===== config.mk =====
export PLATFORM = sky130hd
export DESIGN_NAME = lzwz_ram
export DESIGN_NICKNAME = d
export VERILOG_FILES = /design/src/rtl/core/lzwz_ram.sv
export SDC_FILE = /design/constraint.sdc
export NUM_CORES = 2
export LEC_CHECK = 0
export ABC_CLOCK_PERIOD_IN_PS = 2300
export BUFFER_PORTS_ARGS = -buffer_cell sky130_fd_sc_hd__buf_2
export CORE_MARGIN = 2
export CORE_UTILIZATION = 44
export DETAILED_ROUTE_END_ITERATION = 6
export PLACE_DENSITY_LB_ADDON = 0.3
export SLEW_MARGIN = 20
export SYNTH_ARGS = -nofsm -noshare
export SYNTH_HDL_FRONTEND = slang
export SYNTH_SLANG_ARGS = --single-unit

===== constraint.sdc =====
create_clock -name clock -period 2.3 [get_ports clock]
set_input_delay 0.46 -clock clock [delete_from_list [all_inputs] [get_ports clock]]
set_output_delay 0.46 -clock clock [all_outputs]
set_load 0.05 [all_outputs]

===== src/rtl/core/lzwz_ram.sv =====
// Generic single-port-write, single-read RAM with registered read.
// Depends on nothing.
module lzwz_ram #(
   parameter int WIDTH = 8,
   parameter int DEPTH = 256
) (
   input  logic                     clock,
   input  logic                     wr_en,
   input  logic [$clog2(DEPTH)-1:0] wr_addr,
   input  logic [WIDTH-1:0]         wr_data,
   input  logic [$clog2(DEPTH)-1:0] rd_addr,
   output logic [WIDTH-1:0]         rd_data
);
   logic [WIDTH-1:0] mem_ff [DEPTH];
   always_ff @(posedge clock) begin
      if (wr_en) begin
         mem_ff[wr_addr] <= wr_data;
      end
      rd_data <= mem_ff[rd_addr];
   end
endmodule


# After elaboration in Yosys (flattened, before gate mapping)

Memory sizes are Yosys's and may differ from the RTL's. A register that Yosys moved wholly into a read port is not among the register bits.
Index checks and enable logic that the tools add are counted.

Memories kept: 1
Input port bits: 26
RAM bits: 2048
Logic and storage cells: 3
Bits in registers: 0

Memories:

| name   | depth | bits a word | rd ports | clocked after memory_dff | write ports | RTL line | text |
|---|---|---|---|---|---|---|---|
| mem_ff | 256   | 8           | 1        | 1                        | 1           | 14       | `logic [WIDTH-1:0] mem_ff [DEPTH];` |

Muxes and demuxes: 2

Operators with widths:

| cell              | count |
|---|---|
| 1-bit two-way mux | 2 |

# Depth between registers and ports, before layout

Word-level depth: 2
Mapped depth: 11

# Least setup slack after synthesis

Ideal clock, no wire load.

Kind: input to register
Start point: input port rd_addr[0]
End point: register rd_data[2], read port of mem_ff
Setup time: 0.131 ns
Stages: 9
Buffers on the path: 4
Arrival time: 2.267 ns
Path slack: -0.098 ns
Path through: buf_6 > buf_12 > buf_8 > buf_2 > mux4_2 > a22oi_1 > a21oi_1 > nor4_1 > nor4_2

RTL lines:

| element            | RTL line | text |
|---|---|---|
| start: declaration | 11       | `input logic [$clog2(DEPTH)-1:0] rd_addr,` |
| end: declaration   | 12       | `output logic [WIDTH-1:0] rd_data` |

==> run summary <==
Combinational Power Share = 5.9%
WL/cell = 28.5 um
Die area = 184,000 sq um
Share of cells above drive strength 1 = 34.0%
GRT Total Usage = 21.8%
Clock latency on the worst-skew pair = 0.85 ns
Clock Pin Slew Worst Setup and Hold Paths = 0.06 ns
TritonCTS clock tree = built
Fin crit period = 2.28 ns
Finished Cell Area = 95,300 sq um
Post-Synthesis Cells = 3,733
Leading cell type in the layout, fill and taps excluded = edfxtp_1
Post-Route WL = 201 mm
F_max = 438 MHz
CP required = 3.02 ns
Layout fillers = 13,850
Fin. Hold Viols = 0
DR vias/cell = 5.83
Vias in the first global route = 41,231
Pwr Density = 815 nW/um^2
Clock buffer depth = 3
H-tree Lvls = 4
Pins Over Slew Limit = 0
DRT Pass-1 Iters = 6
Post-synthesis mux area share = 14.6%
Final setup viols = 0
Core area = 180,000 sq um
Synth unique cells = 55
Sequential area share after synthesis = 77.5%
Die height = 429 um
Root buffer cell = clkbuf_16
Layout Cells excl Fill = 7,062
Synthesized cell area = 79,600 sq um
RSZ-0062 raised after global routing = true
Post-DP HPWL = 132 mm
Area growth syn-to-layout = 19.7%
Max VDD drop = 0.000804 V
Total congestion overflow = 0
DRC viols = 0
Post-Synth XOR/XNOR Area = 0%
CP Class = input pin to register
Clk sinks = 2,056
Die width = 429 um
Path category of the worst min-delay check = input pin to register
Synthesized flop and latch total = 2,056
Met2 usage = 34.6%
Most frequent cells in the layout = edfxtp_1, buf_4, mux4_2, nor2_1, clkbuf_16
DP Area = 88,500 sq um
Pin count of the biggest net entering global routing = 105
Vias = 41,140
Pleak = 0.0310 uW
Main flop type after synthesis = edfxtp_1
P_int = 60,800 uW
Top Ports = 34
Max FO, Critical Path = 20
Cts bufs inserted = 203
Final Skew = 0.0463 ns
Synthesis Warnings = 0
CP endpoint kind = register
Sw frac = 21.8%
Initial antenna violation count = 12
Crit path DAT = 3.00 ns
Routed Antenna Nets = 0
Status = completed
# Max-Cap Violations = 0
First-pass GRT wire length = 291 mm
1st-iter DRT viols = 5,030
Final #Nets = 4,547
Async set-reset flop share out of synthesis = 0%
Synth Area in Adders = 0%
Compound-Gate Fraction of Synth Area = 3.42%
Max_slew headroom = 55.2%
Tcrit/Tclk final = 99.2%
GRT met1 Usage = 31.0%
Dpl cells = 6,681
Syn_nets = 3,759
Clock network fraction of design power = 40.8%
IO Port Bufs = 33
Fin Setup TNS = 0 ns
Met3 Track Usage GR = 3.56%
Psw = 16,900 uW
Initial core utilization = 44.2%
Reg power frac = 53.3%
CP startpoint kind = input pin
Final GP Congestion = 0.877
Grt peak-use layer = met2
Largest family of logic cells by synthesized area = multiplexers
Row Count = 156
Simple-gate portion of the synthesized area = 2.63%
Syn_area_per_cell = 21.3 sq um
Slew at the pin with the worst max-slew slack = 0.667 ns
Number of flops mapped to enable cells by yosys = 2,048
==> final timing paths <==
check	end	from	slack, ns	cells after the start
setup / recovery	rd_data[3]$_DFF_P_	rd_addr[0]	0.02	9
hold / removal	mem_ff[83][1]$_DFFE_PP_	wr_data[1]	0.04	1
setup reg to reg	rd_data[3]$_DFF_P_	mem_ff[190][3]$_DFFE_PP_	0.04	6
hold reg to reg	rd_data[3]$_DFF_P_	mem_ff[41][3]$_DFFE_PP_	1.13	7
==> what timing repair did <==
item,4_1_cts,5_1_grt
endpoints found under the setup margin,12,8
hold buffers,4,0
hold endpoints to repair,81,0
cloned,0,1
pin swaps,9,3
buffers inserted,0,0
gates resized for setup,31,22
==> sequential cells by signal, summed over array words and instances (netlist names) <==
name	cells
rd_data	8
mem_ff	2048
==> per-stage QoR <==
stage	total power [uW]	worst slack (ns)	util, %	hold WS, ns
2_1_floorplan	44300	-0.0121	-	0.559
3_3_place_gp	46700	-1.30	49.1	0.816
3_5_place_dp	46800	-1.33	49.1	0.812
4_1_cts	78200	0.000782	52.8	0.0229
5_1_grt	79900	-0.00678	52.9	0.0433
6_report	77700	0.0178	52.9	0.0364
==> power by group through the flow <==
stage,registers (uW),clock network [uW],logic [uW]
5_1_grt,41400,33600,4860
6_report,41400,31700,4620
2_1_floorplan,42200,0,2030
4_1_cts,41400,32100,4610
3_5_place_dp,42200,0,4560
3_3_place_gp,42200,0,4510
==> cell type report <==
class / count / area, sq um / area share [%]
antenna: 9 / 22.5 / 0.0236
clock inverter: 114 / 1050 / 1.10
clock buffer: 253 / 5310 / 5.57
tap: 2370 / 2970 / 3.11
sequential: 2056 / 61700 / 64.7
timing repair buffer: 816 / 7490 / 7.87
inverter: 2 / 7.51 / 0.00788
multi-input combinational: 1442 / 16800 / 17.6
==> routing by layer <==
layer,part of all wire (%),up-vias,routed length [um]
met1,41,21840,82800
met2,48,1710,97400
li1,-,17284,-
met4,3.0,0,6000
met5,0,-,0
met3,7.5,306,15200
==> worst max-delay path, cell delays in order <==
cell and delay [ns]:
buf_12 0.22, buf_12 0.21, buf_12 0.21, mux4_2 0.52, a22oi_1 0.27, a31oi_1 0.20, nor4_2 0.60, buf_4 0.21
nor4_1 0.04
==> cell families (layout without fill, tap and decap cells) <==
group / after synthesis / after routing
DFF: 2056 / 2056
muxes: 591 / 591
and+or+nand+nor: 466 / 466
AOI/OAI and AO/OA: 385 / 385
buffers and inverters: 235 / 1185
other: 0 / 9
==> cell usage after synthesis, types with 10 or more instances <==
library cell | number | share of area (%)
buf_4 | 27 | 0.25
a221oi_1 | 13 | 0.14
edfxtp_1 | 2048 | 77
mux2i_1 | 134 | 1.7
mux4_2 | 454 | 13
nand3_1 | 34 | 0.21
o21ai_0 | 10 | 0.063
buf_2 | 31 | 0.20
buf_1 | 22 | 0.10
o221ai_1 | 46 | 0.51
nor4_1 | 24 | 0.19
buf_8 | 13 | 0.25
o211ai_1 | 10 | 0.094
buf_6 | 21 | 0.30
nor2b_1 | 31 | 0.24
clkbuf_1 | 111 | 0.52
a211oi_1 | 16 | 0.15
a22oi_1 | 133 | 1.3
nand4_1 | 10 | 0.079
o22ai_1 | 28 | 0.22
nand2_1 | 33 | 0.16
nor2_1 | 282 | 1.3
a21oi_1 | 96 | 0.60
nor3_1 | 22 | 0.14
Note: power is estimated with default switching activity, not from simulation.
